**src/rtl/rcsl_pkg.sv**
```systemverilog
`timescale 1ns / 1ps
`default_nettype none

package rcsl_pkg;

   // Widths of the register port and of the fixed payload fields.
   localparam int CSR_INDEX_BITS = 3;
   localparam int CSR_DATA_BITS  = 16;
   localparam int CHAN_BITS      = 4;
   localparam int HITS_BITS      = 8;
   localparam int COUNT_BITS     = 32;
   localparam int NOW_BITS       = 32;
   localparam int MS_BITS        = 16;

   // The receive rate is refreshed once per window of this many milliseconds.
   localparam int RATE_WINDOW_MS = 1000;

   // The per-channel valid packet count saturates here.
   localparam logic [HITS_BITS-1:0] HITS_MAX = '1;

   // Register indexes on the configuration port.
   localparam logic [CSR_INDEX_BITS-1:0] CSR_SCAN_ENABLE    = 3'd0;
   localparam logic [CSR_INDEX_BITS-1:0] CSR_CHAN_MIN       = 3'd1;
   localparam logic [CSR_INDEX_BITS-1:0] CSR_CHAN_MAX       = 3'd2;
   localparam logic [CSR_INDEX_BITS-1:0] CSR_LOCK_THRESHOLD = 3'd3;
   localparam logic [CSR_INDEX_BITS-1:0] CSR_DWELL_MS       = 3'd4;
   localparam logic [CSR_INDEX_BITS-1:0] CSR_LOST_MS        = 3'd5;
   localparam logic [CSR_INDEX_BITS-1:0] CSR_STALE_MS       = 3'd6;

   // Event codes carried in req_type; the fourth code is unused.
   typedef enum logic [1:0] {
      EVT_START  = 2'd0,
      EVT_PACKET = 2'd1,
      EVT_TICK   = 2'd2
   } evt_code_type;

   // Configuration register contents.
   typedef struct packed {
      logic                 scan_enable;
      logic [CHAN_BITS-1:0] chan_min;
      logic [CHAN_BITS-1:0] chan_max;
      logic [HITS_BITS-1:0] lock_threshold;
      logic [MS_BITS-1:0]   dwell_ms;
      logic [MS_BITS-1:0]   lost_ms;
      logic [MS_BITS-1:0]   stale_ms;
   } cfg_type;

   // One accepted event.
   typedef struct packed {
      logic [1:0]          req_type;
      logic                packet_ok;
      logic [NOW_BITS-1:0] now_ms;
   } evt_type;

   // One status result.
   typedef struct packed {
      logic [CHAN_BITS-1:0]  channel;
      logic                  retune;
      logic                  locked;
      logic                  ever_valid;
      logic                  fresh;
      logic [COUNT_BITS-1:0] rx_rate;
      logic [COUNT_BITS-1:0] valid_count;
      logic [COUNT_BITS-1:0] invalid_count;
   } res_type;

endpackage

`default_nettype wire

```
**src/rtl/rcsl_ifs.sv**
```systemverilog
`timescale 1ns / 1ps
`default_nettype none

// Event channel into the block.
interface rcsl_req_if;
   logic        valid;
   logic        ready;
   logic [1:0]  req_type;
   logic        req_packet_ok;
   logic [31:0] req_now_ms;

   modport source (output valid, output req_type, output req_packet_ok,
                   output req_now_ms, input ready);
   modport sink (input valid, input req_type, input req_packet_ok,
                 input req_now_ms, output ready);
endinterface

// Status result channel out of the block.
interface rcsl_rsp_if;
   logic        valid;
   logic        ready;
   logic [3:0]  rsp_channel;
   logic        rsp_retune;
   logic        rsp_locked;
   logic        rsp_ever_valid;
   logic        rsp_fresh;
   logic [31:0] rsp_rx_rate;
   logic [31:0] rsp_valid_count;
   logic [31:0] rsp_invalid_count;

   modport source (output valid, output rsp_channel, output rsp_retune,
                   output rsp_locked, output rsp_ever_valid, output rsp_fresh,
                   output rsp_rx_rate, output rsp_valid_count,
                   output rsp_invalid_count, input ready);
   modport sink (input valid, input rsp_channel, input rsp_retune,
                 input rsp_locked, input rsp_ever_valid, input rsp_fresh,
                 input rsp_rx_rate, input rsp_valid_count,
                 input rsp_invalid_count, output ready);
endinterface

`default_nettype wire

```
**src/rtl/radio_channel_scan_lock_top.sv**
```systemverilog
`timescale 1ns / 1ps
`default_nettype none

// Radio channel scan and lock controller.
// Events (start, packet arrival, periodic tick, each stamped with a
// millisecond time) arrive on req_chan as valid/ready transfers; every event
// yields exactly one status result on rsp_chan, in order.
// Configuration registers are written through csr_wr_en, csr_index and
// csr_wr_data, one register per cycle; the user must write them only while
// no event is in flight; the block does not enforce it. An accepted event
// is held in an input register, passes once through the update logic of
// rcsl_core and lands in the result register. One event is accepted per
// cycle while results are taken; the single pass through the state update
// logic sets that rate. A stalled receiver holds the result register; the
// input register still takes one more event, and req_chan.ready falls only
// once both are full. Synchronous reset empties both registers, restores
// the register defaults and returns to scanning on channel 1 with all counts
// and times at zero. TIME_BITS sets the width of the internal millisecond
// timestamps; the event time is truncated or zero-extended to it.

module radio_channel_scan_lock_top #(
   parameter int TIME_BITS = 32
) (
   input  wire logic                                clock,
   input  wire logic                                reset,
   rcsl_req_if.sink                                 req_chan,
   rcsl_rsp_if.source                               rsp_chan,
   input  wire logic                                csr_wr_en,
   input  wire logic [rcsl_pkg::CSR_INDEX_BITS-1:0] csr_index,
   input  wire logic [rcsl_pkg::CSR_DATA_BITS-1:0]  csr_wr_data
);

   rcsl_pkg::cfg_type cfg;
   rcsl_pkg::res_type res;

   logic              s1_valid_ff, s1_valid_in;
   rcsl_pkg::evt_type s1_evt_ff, s1_evt_in;
   logic              rsp_valid_ff, rsp_valid_in;
   rcsl_pkg::res_type rsp_data_ff, rsp_data_in;

   logic              out_free;
   logic              advance;
   logic              req_fire;

   rcsl_csr u_csr (
      .clock       (clock),
      .reset       (reset),
      .csr_wr_en   (csr_wr_en),
      .csr_index   (csr_index),
      .csr_wr_data (csr_wr_data),
      .cfg         (cfg)
   );

   rcsl_core #(
      .TIME_BITS (TIME_BITS)
   ) u_core (
      .clock   (clock),
      .reset   (reset),
      .advance (advance),
      .evt     (s1_evt_ff),
      .cfg     (cfg),
      .res     (res)
   );

   // Handshake: the event moves on whenever the result register is free.
   assign out_free       = !rsp_valid_ff || rsp_chan.ready;
   assign advance        = s1_valid_ff && out_free;
   assign req_chan.ready = !s1_valid_ff || out_free;
   assign req_fire       = req_chan.valid && req_chan.ready;

   // Input register.
   always_comb begin
      s1_valid_in = s1_valid_ff;
      s1_evt_in   = s1_evt_ff;
      if (req_fire) begin
         s1_valid_in         = 1'b1;
         s1_evt_in.req_type  = req_chan.req_type;
         s1_evt_in.packet_ok = req_chan.req_packet_ok;
         s1_evt_in.now_ms    = req_chan.req_now_ms;
      end else if (advance) begin
         s1_valid_in = 1'b0;
      end
   end

   // Result register.
   always_comb begin
      rsp_valid_in = rsp_valid_ff;
      rsp_data_in  = rsp_data_ff;
      if (advance) begin
         rsp_valid_in = 1'b1;
         rsp_data_in  = res;
      end else if (rsp_chan.ready) begin
         rsp_valid_in = 1'b0;
      end
   end

   always_ff @(posedge clock) begin
      if (reset) begin
         s1_valid_ff  <= 1'b0;
         rsp_valid_ff <= 1'b0;
      end else begin
         s1_valid_ff  <= s1_valid_in;
         rsp_valid_ff <= rsp_valid_in;
      end
   end

   always_ff @(posedge clock) begin
      s1_evt_ff   <= s1_evt_in;
      rsp_data_ff <= rsp_data_in;
   end

   // Result channel outputs.
   assign rsp_chan.valid             = rsp_valid_ff;
   assign rsp_chan.rsp_channel       = rsp_data_ff.channel;
   assign rsp_chan.rsp_retune        = rsp_data_ff.retune;
   assign rsp_chan.rsp_locked        = rsp_data_ff.locked;
   assign rsp_chan.rsp_ever_valid    = rsp_data_ff.ever_valid;
   assign rsp_chan.rsp_fresh         = rsp_data_ff.fresh;
   assign rsp_chan.rsp_rx_rate       = rsp_data_ff.rx_rate;
   assign rsp_chan.rsp_valid_count   = rsp_data_ff.valid_count;
   assign rsp_chan.rsp_invalid_count = rsp_data_ff.invalid_count;

   // An event that cannot move on stays in the input register unchanged.
   a_s1_hold : assert property (@(posedge clock) disable iff (reset)
      (s1_valid_ff && !advance) |=> (s1_valid_ff && $stable(s1_evt_ff)))
      else $error("held event lost or altered in the input register");

   // Every event that moves on shows up as a result in the next cycle.
   a_result_follows : assert property (@(posedge clock) disable iff (reset)
      advance |=> (rsp_valid_ff && rsp_data_ff == $past(res)))
      else $error("event passed on without its result");

   // Once lock has been reached it is never forgotten.
   a_ever_valid_sticky : assert property (@(posedge clock) disable iff (reset)
      (advance && rsp_valid_ff && rsp_data_ff.ever_valid) |-> res.ever_valid)
      else $error("ever_valid cleared after lock");

endmodule

`default_nettype wire

```
**src/rtl/rcsl_csr.sv**
```systemverilog
`timescale 1ns / 1ps
`default_nettype none

module rcsl_csr (
   input  wire logic                                clock,
   input  wire logic                                reset,
   input  wire logic                                csr_wr_en,
   input  wire logic [rcsl_pkg::CSR_INDEX_BITS-1:0] csr_index,
   input  wire logic [rcsl_pkg::CSR_DATA_BITS-1:0]  csr_wr_data,
   output      rcsl_pkg::cfg_type                   cfg
);

   rcsl_pkg::cfg_type cfg_ff;
   rcsl_pkg::cfg_type cfg_in;

   // Decode the register index; writes beyond the list are dropped.
   always_comb begin
      cfg_in = cfg_ff;
      if (csr_wr_en) begin
         unique case (csr_index)
            rcsl_pkg::CSR_SCAN_ENABLE:    cfg_in.scan_enable = csr_wr_data[0];
            rcsl_pkg::CSR_CHAN_MIN:
               cfg_in.chan_min = csr_wr_data[rcsl_pkg::CHAN_BITS-1:0];
            rcsl_pkg::CSR_CHAN_MAX:
               cfg_in.chan_max = csr_wr_data[rcsl_pkg::CHAN_BITS-1:0];
            rcsl_pkg::CSR_LOCK_THRESHOLD:
               cfg_in.lock_threshold = csr_wr_data[rcsl_pkg::HITS_BITS-1:0];
            rcsl_pkg::CSR_DWELL_MS:       cfg_in.dwell_ms = csr_wr_data;
            rcsl_pkg::CSR_LOST_MS:        cfg_in.lost_ms  = csr_wr_data;
            rcsl_pkg::CSR_STALE_MS:       cfg_in.stale_ms = csr_wr_data;
            default:                      cfg_in = cfg_ff;
         endcase
      end
   end

   always_ff @(posedge clock) begin
      if (reset) begin
         cfg_ff.scan_enable    <= 1'b1;
         cfg_ff.chan_min       <= 4'd1;
         cfg_ff.chan_max       <= 4'd13;
         cfg_ff.lock_threshold <= 8'd3;
         cfg_ff.dwell_ms       <= 16'd250;
         cfg_ff.lost_ms        <= 16'd3000;
         cfg_ff.stale_ms       <= 16'd1000;
      end else begin
         cfg_ff <= cfg_in;
      end
   end

   assign cfg = cfg_ff;

endmodule

`default_nettype wire

```
**src/rtl/rcsl_core.sv**
```systemverilog
`timescale 1ns / 1ps
`default_nettype none

module rcsl_core #(
   parameter int TIME_BITS = 32
) (
   input  wire logic                clock,
   input  wire logic                reset,
   input  wire logic                advance,
   input  wire rcsl_pkg::evt_type   evt,
   input  wire rcsl_pkg::cfg_type   cfg,
   output      rcsl_pkg::res_type   res
);

   localparam int CB = rcsl_pkg::COUNT_BITS;

   // Acquisition and statistics state.
   logic                               is_locked_ff, is_locked_in;
   logic                               seen_lock_ff, seen_lock_in;
   logic [rcsl_pkg::CHAN_BITS-1:0]     cur_channel_ff, cur_channel_in;
   logic [rcsl_pkg::HITS_BITS-1:0]     channel_hits_ff, channel_hits_in;
   logic [CB-1:0]                      valid_total_ff, valid_total_in;
   logic [CB-1:0]                      invalid_total_ff, invalid_total_in;
   logic [TIME_BITS-1:0]               last_packet_time_ff, last_packet_time_in;
   logic [TIME_BITS-1:0]               last_hop_time_ff, last_hop_time_in;
   logic [TIME_BITS-1:0]               rate_window_start_ff, rate_window_start_in;
   logic [CB-1:0]                      rate_base_count_ff, rate_base_count_in;
   logic [CB-1:0]                      rate_value_ff, rate_value_in;

   logic [TIME_BITS-1:0]               now_t;
   logic [TIME_BITS-1:0]               since_window;
   logic [TIME_BITS-1:0]               since_hop;
   logic [TIME_BITS-1:0]               since_packet;
   logic [TIME_BITS-1:0]               packet_age;
   logic [rcsl_pkg::CHAN_BITS-1:0]     next_channel;
   logic                               retune;

   // Time differences, all modulo the timer width.
   assign now_t        = TIME_BITS'(evt.now_ms);
   assign since_window = now_t - rate_window_start_ff;
   assign since_hop    = now_t - last_hop_time_ff;
   assign since_packet = now_t - last_packet_time_ff;
   assign packet_age   = now_t - last_packet_time_in;

   // Next channel of the scan, wrapping from the top of the range.
   assign next_channel = (cur_channel_ff >= cfg.chan_max) ? cfg.chan_min
                                                          : cur_channel_ff + 4'd1;

   // Apply the event to the state.
   always_comb begin
      is_locked_in         = is_locked_ff;
      seen_lock_in         = seen_lock_ff;
      cur_channel_in       = cur_channel_ff;
      channel_hits_in      = channel_hits_ff;
      valid_total_in       = valid_total_ff;
      invalid_total_in     = invalid_total_ff;
      last_packet_time_in  = last_packet_time_ff;
      last_hop_time_in     = last_hop_time_ff;
      rate_window_start_in = rate_window_start_ff;
      rate_base_count_in   = rate_base_count_ff;
      rate_value_in        = rate_value_ff;
      retune               = 1'b0;

      unique case (evt.req_type)
         rcsl_pkg::EVT_START: begin
            cur_channel_in   = cfg.chan_min;
            channel_hits_in  = '0;
            last_hop_time_in = now_t;
            retune           = 1'b1;
         end
         rcsl_pkg::EVT_PACKET: begin
            if (evt.packet_ok) begin
               last_packet_time_in = now_t;
               valid_total_in      = valid_total_ff + 32'd1;
               if (channel_hits_ff != rcsl_pkg::HITS_MAX) begin
                  channel_hits_in = channel_hits_ff + 8'd1;
               end
            end else begin
               invalid_total_in = invalid_total_ff + 32'd1;
            end
         end
         rcsl_pkg::EVT_TICK: begin
            // Close the rate window once it has run its full length.
            if (since_window >= TIME_BITS'(rcsl_pkg::RATE_WINDOW_MS)) begin
               rate_value_in        = valid_total_ff - rate_base_count_ff;
               rate_base_count_in   = valid_total_ff;
               rate_window_start_in = now_t;
            end
            if (cfg.scan_enable) begin
               if (!is_locked_ff) begin
                  if (channel_hits_ff >= cfg.lock_threshold) begin
                     is_locked_in = 1'b1;
                     seen_lock_in = 1'b1;
                  end else if (since_hop >= TIME_BITS'(cfg.dwell_ms)) begin
                     last_hop_time_in = now_t;
                     cur_channel_in   = next_channel;
                     channel_hits_in  = '0;
                     retune           = 1'b1;
                  end
               end else if (since_packet >= TIME_BITS'(cfg.lost_ms)) begin
                  // Silence on a locked channel: rescan from where we are.
                  is_locked_in     = 1'b0;
                  last_hop_time_in = now_t;
                  channel_hits_in  = '0;
                  retune           = 1'b1;
               end
            end else if (!is_locked_ff &&
                         valid_total_ff >= CB'(cfg.lock_threshold)) begin
               is_locked_in = 1'b1;
               seen_lock_in = 1'b1;
            end
         end
         default: retune = 1'b0;
      endcase
   end

   // Status seen after the event.
   always_comb begin
      res.channel       = cur_channel_in;
      res.retune        = retune;
      res.locked        = is_locked_in;
      res.ever_valid    = seen_lock_in;
      res.fresh         = seen_lock_in && (packet_age <= TIME_BITS'(cfg.stale_ms));
      res.rx_rate       = rate_value_in;
      res.valid_count   = valid_total_in;
      res.invalid_count = invalid_total_in;
   end

   always_ff @(posedge clock) begin
      if (reset) begin
         is_locked_ff         <= 1'b0;
         seen_lock_ff         <= 1'b0;
         cur_channel_ff       <= 4'd1;
         channel_hits_ff      <= '0;
         valid_total_ff       <= '0;
         invalid_total_ff     <= '0;
         last_packet_time_ff  <= '0;
         last_hop_time_ff     <= '0;
         rate_window_start_ff <= '0;
         rate_base_count_ff   <= '0;
         rate_value_ff        <= '0;
      end else if (advance) begin
         is_locked_ff         <= is_locked_in;
         seen_lock_ff         <= seen_lock_in;
         cur_channel_ff       <= cur_channel_in;
         channel_hits_ff      <= channel_hits_in;
         valid_total_ff       <= valid_total_in;
         invalid_total_ff     <= invalid_total_in;
         last_packet_time_ff  <= last_packet_time_in;
         last_hop_time_ff     <= last_hop_time_in;
         rate_window_start_ff <= rate_window_start_in;
         rate_base_count_ff   <= rate_base_count_in;
         rate_value_ff        <= rate_value_in;
      end
   end

endmodule

`default_nettype wire

```
**src/flat_wrapper.sv**
```systemverilog
// flat-port wrapper written by rule: the top's interface ports become plain ports
module radio_channel_scan_lock_top_flat 
#(
   parameter int TIME_BITS = 32
)
  (clock, reset, csr_wr_en, csr_index, csr_wr_data, req_chan_valid, req_chan_req_type, req_chan_req_packet_ok, req_chan_req_now_ms, req_chan_ready, rsp_chan_valid, rsp_chan_rsp_channel, rsp_chan_rsp_retune, rsp_chan_rsp_locked, rsp_chan_rsp_ever_valid, rsp_chan_rsp_fresh, rsp_chan_rsp_rx_rate, rsp_chan_rsp_valid_count, rsp_chan_rsp_invalid_count, rsp_chan_ready);
  rcsl_req_if req_chan_i ();
  rcsl_rsp_if rsp_chan_i ();
  input  wire logic clock;
  input  wire logic reset;
  input  wire logic csr_wr_en;
  input  wire logic [rcsl_pkg::CSR_INDEX_BITS-1:0] csr_index;
  input  wire logic [rcsl_pkg::CSR_DATA_BITS-1:0] csr_wr_data;
  input wire logic [$bits(req_chan_i.valid)-1:0] req_chan_valid;
  input wire logic [$bits(req_chan_i.req_type)-1:0] req_chan_req_type;
  input wire logic [$bits(req_chan_i.req_packet_ok)-1:0] req_chan_req_packet_ok;
  input wire logic [$bits(req_chan_i.req_now_ms)-1:0] req_chan_req_now_ms;
  output wire logic [$bits(req_chan_i.ready)-1:0] req_chan_ready;
  output wire logic [$bits(rsp_chan_i.valid)-1:0] rsp_chan_valid;
  output wire logic [$bits(rsp_chan_i.rsp_channel)-1:0] rsp_chan_rsp_channel;
  output wire logic [$bits(rsp_chan_i.rsp_retune)-1:0] rsp_chan_rsp_retune;
  output wire logic [$bits(rsp_chan_i.rsp_locked)-1:0] rsp_chan_rsp_locked;
  output wire logic [$bits(rsp_chan_i.rsp_ever_valid)-1:0] rsp_chan_rsp_ever_valid;
  output wire logic [$bits(rsp_chan_i.rsp_fresh)-1:0] rsp_chan_rsp_fresh;
  output wire logic [$bits(rsp_chan_i.rsp_rx_rate)-1:0] rsp_chan_rsp_rx_rate;
  output wire logic [$bits(rsp_chan_i.rsp_valid_count)-1:0] rsp_chan_rsp_valid_count;
  output wire logic [$bits(rsp_chan_i.rsp_invalid_count)-1:0] rsp_chan_rsp_invalid_count;
  input wire logic [$bits(rsp_chan_i.ready)-1:0] rsp_chan_ready;
  assign req_chan_i.valid = req_chan_valid;
  assign req_chan_i.req_type = req_chan_req_type;
  assign req_chan_i.req_packet_ok = req_chan_req_packet_ok;
  assign req_chan_i.req_now_ms = req_chan_req_now_ms;
  assign req_chan_ready = req_chan_i.ready;
  assign rsp_chan_valid = rsp_chan_i.valid;
  assign rsp_chan_rsp_channel = rsp_chan_i.rsp_channel;
  assign rsp_chan_rsp_retune = rsp_chan_i.rsp_retune;
  assign rsp_chan_rsp_locked = rsp_chan_i.rsp_locked;
  assign rsp_chan_rsp_ever_valid = rsp_chan_i.rsp_ever_valid;
  assign rsp_chan_rsp_fresh = rsp_chan_i.rsp_fresh;
  assign rsp_chan_rsp_rx_rate = rsp_chan_i.rsp_rx_rate;
  assign rsp_chan_rsp_valid_count = rsp_chan_i.rsp_valid_count;
  assign rsp_chan_rsp_invalid_count = rsp_chan_i.rsp_invalid_count;
  assign rsp_chan_i.ready = rsp_chan_ready;
  radio_channel_scan_lock_top #(.TIME_BITS(TIME_BITS)) u_core (.clock(clock), .reset(reset), .req_chan(req_chan_i), .rsp_chan(rsp_chan_i), .csr_wr_en(csr_wr_en), .csr_index(csr_index), .csr_wr_data(csr_wr_data));
endmodule
```
**config.mk**
```make
export PLATFORM = sky130hd
export DESIGN_NAME = radio_channel_scan_lock_top_flat
export DESIGN_NICKNAME = d
export VERILOG_FILES = /design/src/rtl/rcsl_pkg.sv /design/src/rtl/rcsl_ifs.sv /design/src/rtl/radio_channel_scan_lock_top.sv /design/src/rtl/rcsl_csr.sv /design/src/rtl/rcsl_core.sv /design/src/flat_wrapper.sv
export SDC_FILE = /design/constraint.sdc
export NUM_CORES = 1
export LEC_CHECK = 0
export BUFFER_PORTS_ARGS = -buffer_cell sky130_fd_sc_hd__buf_2
export CAP_MARGIN = 20
export CORE_UTILIZATION = 55
export CTS_CLUSTER_DIAMETER = 40
export CTS_CLUSTER_SIZE = 20
export DETAILED_ROUTE_END_ITERATION = 6
export GPL_TIMING_DRIVEN = 0
export PLACE_DENSITY = 0.7
export SLEW_MARGIN = 20
export SYNTH_ARGS = -nofsm -noshare
export SYNTH_HDL_FRONTEND = slang
export SYNTH_SLANG_ARGS = --single-unit
```
**constraint.sdc**
```tcl
create_clock -name clock -period 16.92 [get_ports clock]
set_clock_uncertainty 0.15 [all_clocks]
set_input_delay 5.076 -clock clock [delete_from_list [all_inputs] [get_ports clock]]
set_output_delay 5.076 -clock clock [all_outputs]
set_load 0.1 [all_outputs]
```
; ---- Word level (Yosys, flattened, before mapping)
; Index checks and enable logic that the tools add are counted.
[totals]
reg_bits = 444
latchBits = 0
ram_bits = 0
romBits = 0
in_bits = 59
elab_cells = 136
memories = 0
[classes]
addsub = 9
n_mul = 0
div = 0
n_lt_le_gt_ge = 7
n_eq_ne = 15
n_shift = 0
mux = 49
bitwise = 0
n_reduce_logical = 25
[ops]
columns = operator, count
row1 = two-way mux 32 bit, 13
row2 = subtractor 32 bit, 5
row3 = adder 32 x 1 -> 32 bit (second input constant), 2
row4 = >= comparator 32 x 16 -> 1 bit, 2
row5 = case mux 32 bit (2 select lines), 1
row6 = two-way mux 8 bit, 7
row7 = >= comparator 32 x 10 -> 1 bit (second input constant), 1
row8 = >= comparator 32 x 8 -> 1 bit, 1
row9 = less-or-equal comparator 32 x 16 -> 1 bit, 1
row10 = case mux 8 bit (3 select lines), 1
row11 = two-way mux 1 bit, 20
row12 = two-way mux 4 bit, 5
row13 = AND reduction 2 bit, 7
row14 = equality test 3 bit (second input constant), 3
row15 = inequality test 3 bit (second input constant), 3
row16 = adder 8 x 1 -> 8 bit (second input constant), 1
row17 = >= comparator 8 bit, 1
row18 = inequality test 8 bit (second input constant), 1
row19 = case mux 4 bit (2 select lines), 1
row20 = AND reduction 8 bit, 1
row21 = equality test 3 x 2 -> 1 bit (second input constant), 2
row22 = AND reduction 6 bit, 1
row23 = nonzero test 2 bit, 3
row24 = adder 4 x 1 -> 4 bit (second input constant), 1
row25 = other kinds (14), 21

; ---- Logic depth before layout (Yosys ltp)
[logic_depth]
word_depth = 7
mapped_depth = 29
ltp_nobuf = 26

; ---- Cells and area by module
; Synthesis repeated with hierarchy kept, for this count alone.
[hier_totals]
hier_cells = 3193
area_unflattened_um2 = 28220.8
[by_module_without_submodules]
columns = mod, instances, cells_per_inst, area_per_inst_um2, seq_area_each_um2
row1 = rcsl_core, 1, 2792, 21286.7, 4764.6
row2 = radio_channel_scan_lock_top, 1, 149, 4277.9, 4214.0
row3 = rcsl_csr, 1, 252, 2656.3, 1301.2

; ---- Worst setup path before layout
; No wires, ideal clock.
[synth_path]
path_type = input to output
startpoint = input port rsp_chan_ready
endpoint = output port req_chan_ready
t_arrival_ns = 5.835
required_ns = 11.694
path_slack_ns = 5.859
path_stages = 2
cell_sequence = nor2b_1 > nand2_1
[synth_between]
elab_chain_cells = 2
[synth_lines]
columns = element, line
row1 = start: declaration, flat_wrapper.sv:28  ; input wire logic [$bits(rsp_chan_i.ready)-1:0] rsp_chan_ready;
row2 = logical OR 1 bit, radio_channel_scan_lock_top.sv:66  ; assign out_free = !rsp_valid_ff || rsp_chan.ready;
row3 = logical OR 1 bit, radio_channel_scan_lock_top.sv:68  ; assign req_chan.ready = !s1_valid_ff || out_free;
row4 = end: declaration, flat_wrapper.sv:18  ; output wire logic [$bits(req_chan_i.ready)-1:0] req_chan_ready;
; Every way passes these cells.

; ---- Worst setup path after layout
; Same ends and word-level chain as after synthesis.

==> impl_metrics.toml <==
[power]
leakage_nw = 12.64
switching_share_pct = 29.84
seq_power_share_pct = 36.4
powerDensity_nw_per_um2 = 97.37
power.total_mw = 3.164
p_int_mw = 2.220
ir_drop_uv = 78.12
p_sw_uw = 944.0
pwr-share-comb_pct = 16.0
pwr-share-clk_pct = 47.6

[clock_network]
htree_levels = 3
cts_resized = 0
cts.reportedPaths.clkPinSlew_ps = 40
hold_buffers = 0
root_buffer = "clkbuf_16"
clk_latency_ps = 620
clockBufferDepth = 3
cts_tree = "built"
post_cts_buffers = 0
cts_buffers = 70
cts_num_sinks = 444

[timing]
slew_viol_final = 0
finalSetupTns_ps = 0
tightest_slew_ps = 1229
rsz0062_at_grt = "false"
relSlewSlack_pct = 16.88
hold_viol = 0
setup_viol = 0
fmax_mhz = 90.94
period_share_pct = 64.99
finalCriticalPeriod_ps = 11000

[detailed_routing]
drt_iter0_drc = 1634
viasPerCell = 5.859
drcViolationCount = 6
wl_per_cell_microns = 19.38
num_vias = 25175
ant_nets = 0
routed_wl_microns = 83270
drtPass1Iterations = 7

[floorplan]
rows = 82
initial_core_util_pct = 56.00
core_sq_um = 50480
num_io_pins = 165
die_height_microns = 228.7
die_w_microns = 228.7
die_area_sq_um = 52310

[layout]
final_cell_mix = "nand2_1 (416), nor2_1 (343), dfxtp_1 (305)"
seq_area_sq_um = 10280
syn2layout_area_growth_pct = 14.94
drive_above_1_share_pct = 10.73
n_fill_cell = 4318
fin_util_pct = 64.37
layout.nets = 3857
largest_register_ffs = 65
multi_input_area_sq_um = 16540
mostFrequentLayoutCell = "nand2_1"

[yosys]
yosysWarnings = 0
synth_edf_count = 139
avgSynthCellArea_sq_um = 8.497
synth-seq-area-share_pct = 36.37
synth-async-reset-ratio_pct = 0
ys_seq_elements = 444
syn-instance-count = 3327
syn_area_sq_um = 28270
syn_nets = 3618
netlist-cell-type-count = 97
synth_ff_type = "dfxtp_1"

[status]
violations = "DRC"
status = "finished, violations left"

[setup_path]
criticalPathCategory = "primary input to primary output"
crit_required_ps = 11690
start_kind = "primary input"
reg2reg_setup_slack_ps = 8100
crit_arrival_ps = 5770
endpoint_kind = "primary output"
worstPathMaxFanout = 4

[hold_path]
worst_hold_path_type = "register to register"

[global_route]
busiest_layer = "met2"
grt_first_pass_wirelength_microns = 129700
first_global_vias = 24616
antenna_found_initial = 0
grt_max_degree = 53
overflow = 0
met3_usage_pct = 4.928
use_met1_pct = 36.46
grt_usage_pct = 31.26
gr-usage-met2_pct = 54.19

[flow_run]
maxCapViolCount = 0

[placed_design]
place_hpwl_microns = 64580
place.gp.congestion = 0.9498
port-buffer-count = 164
## power by group through the flow
stage / Clock [mW] / Combinational [mW] / Sequential, mW
floorplan: 0 / 0.290 / 1.25
global placement: 0 / 0.486 / 1.17
detailed placement: 0 / 0.499 / 1.17
CTS: 1.53 / 0.502 / 1.15
global route: 1.57 / 0.548 / 1.15
finish: 1.51 / 0.507 / 1.15
## per-stage QoR
step	setup WS [ps]	instance area, sq um	hold WS, ps	std cells
final	5924	32490	302.4	4297
after global routing	5861	32490	313.2	4296
after CTS	5935	32490	302.0	4296
after detailed placement	5935	30010	296.7	4166
after global placement	5555	29930	291.0	4163
after floorplan	5859	28270	283.9	3327
## cell usage after synthesis (38+ instances only)
library cell | count | area share [%]
a21o_1 | 58 | 1.5
a21oi_1 | 276 | 4.9
and3_1 | 42 | 0.93
clkbuf_1 | 108 | 1.4
dfxtp_1 | 305 | 22
edfxtp_1 | 139 | 15
ha_1 | 227 | 10
inv_1 | 236 | 3.1
mux2i_1 | 145 | 5.1
nand2_1 | 416 | 5.5
nand2b_1 | 38 | 0.84
nand3_1 | 71 | 1.3
nand4_1 | 43 | 0.95
nor2_1 | 344 | 4.6
nor3_1 | 44 | 0.78
o211ai_1 | 39 | 1.0
o21ai_0 | 129 | 2.3
xnor2_1 | 109 | 3.4
xor2_1 | 93 | 2.9
## layer usage
layer,routed length (microns),share of wire [%]
met5,0,0
met4,5032,6.0
met3,4144,5.0
met2,40250,48
met1,33850,41
## worst max-delay path: stages
cell and delay (ps):
buf_2 90, nor2b_1 200, nand2_1 100, buf_2 300
## layout make-up
cell class	instances	share of cell area [%]
Timing Repair Buffer	167	2.734
Clock inverter	48	1.937
Multi-Input combinational cell	2513	50.92
Buffer	132	1.737
Tap cell	672	2.588
Inverter	238	2.750
Clock buffer	82	5.688
Sequential cell	444	31.64
Antenna cell	1	0.007702
## cell families (layout without fill, tap and decap cells)
group                      count (synthesis)  in the layout  synth area share [%]
adders and majority gates                232            232                 10.40
AOI/OAI and AO/OA                        749            749                 16.80
buffers and inverters                    370            667                 5.143
muxes                                    178            178                 6.449
DFF                                      444            444                 36.37
xor gates and xnor gates                 202            202                 6.259
other                                      0              1                     0
and+or+nand+nor                         1152           1152                 18.59
## worst paths after layout
path,start,end,cells after the start
worst max-delay path,rsp_chan_ready,req_chan_ready,4
worst min-delay path,u_core.u_core.last_packet_time_ff[7]$_SDFFE_PP0P_,u_core.u_core.last_packet_time_ff[7]$_SDFFE_PP0P_,2
worst max register to register,u_core.s1_evt_ff[33]$_DFFE_PP_,u_core.rsp_chan.rsp_fresh$_DFFE_PP_,28
worst min register to register,u_core.u_core.last_packet_time_ff[7]$_SDFFE_PP0P_,u_core.u_core.last_packet_time_ff[7]$_SDFFE_PP0P_,2
Note: power is estimated with default switching activity, not from simulation.
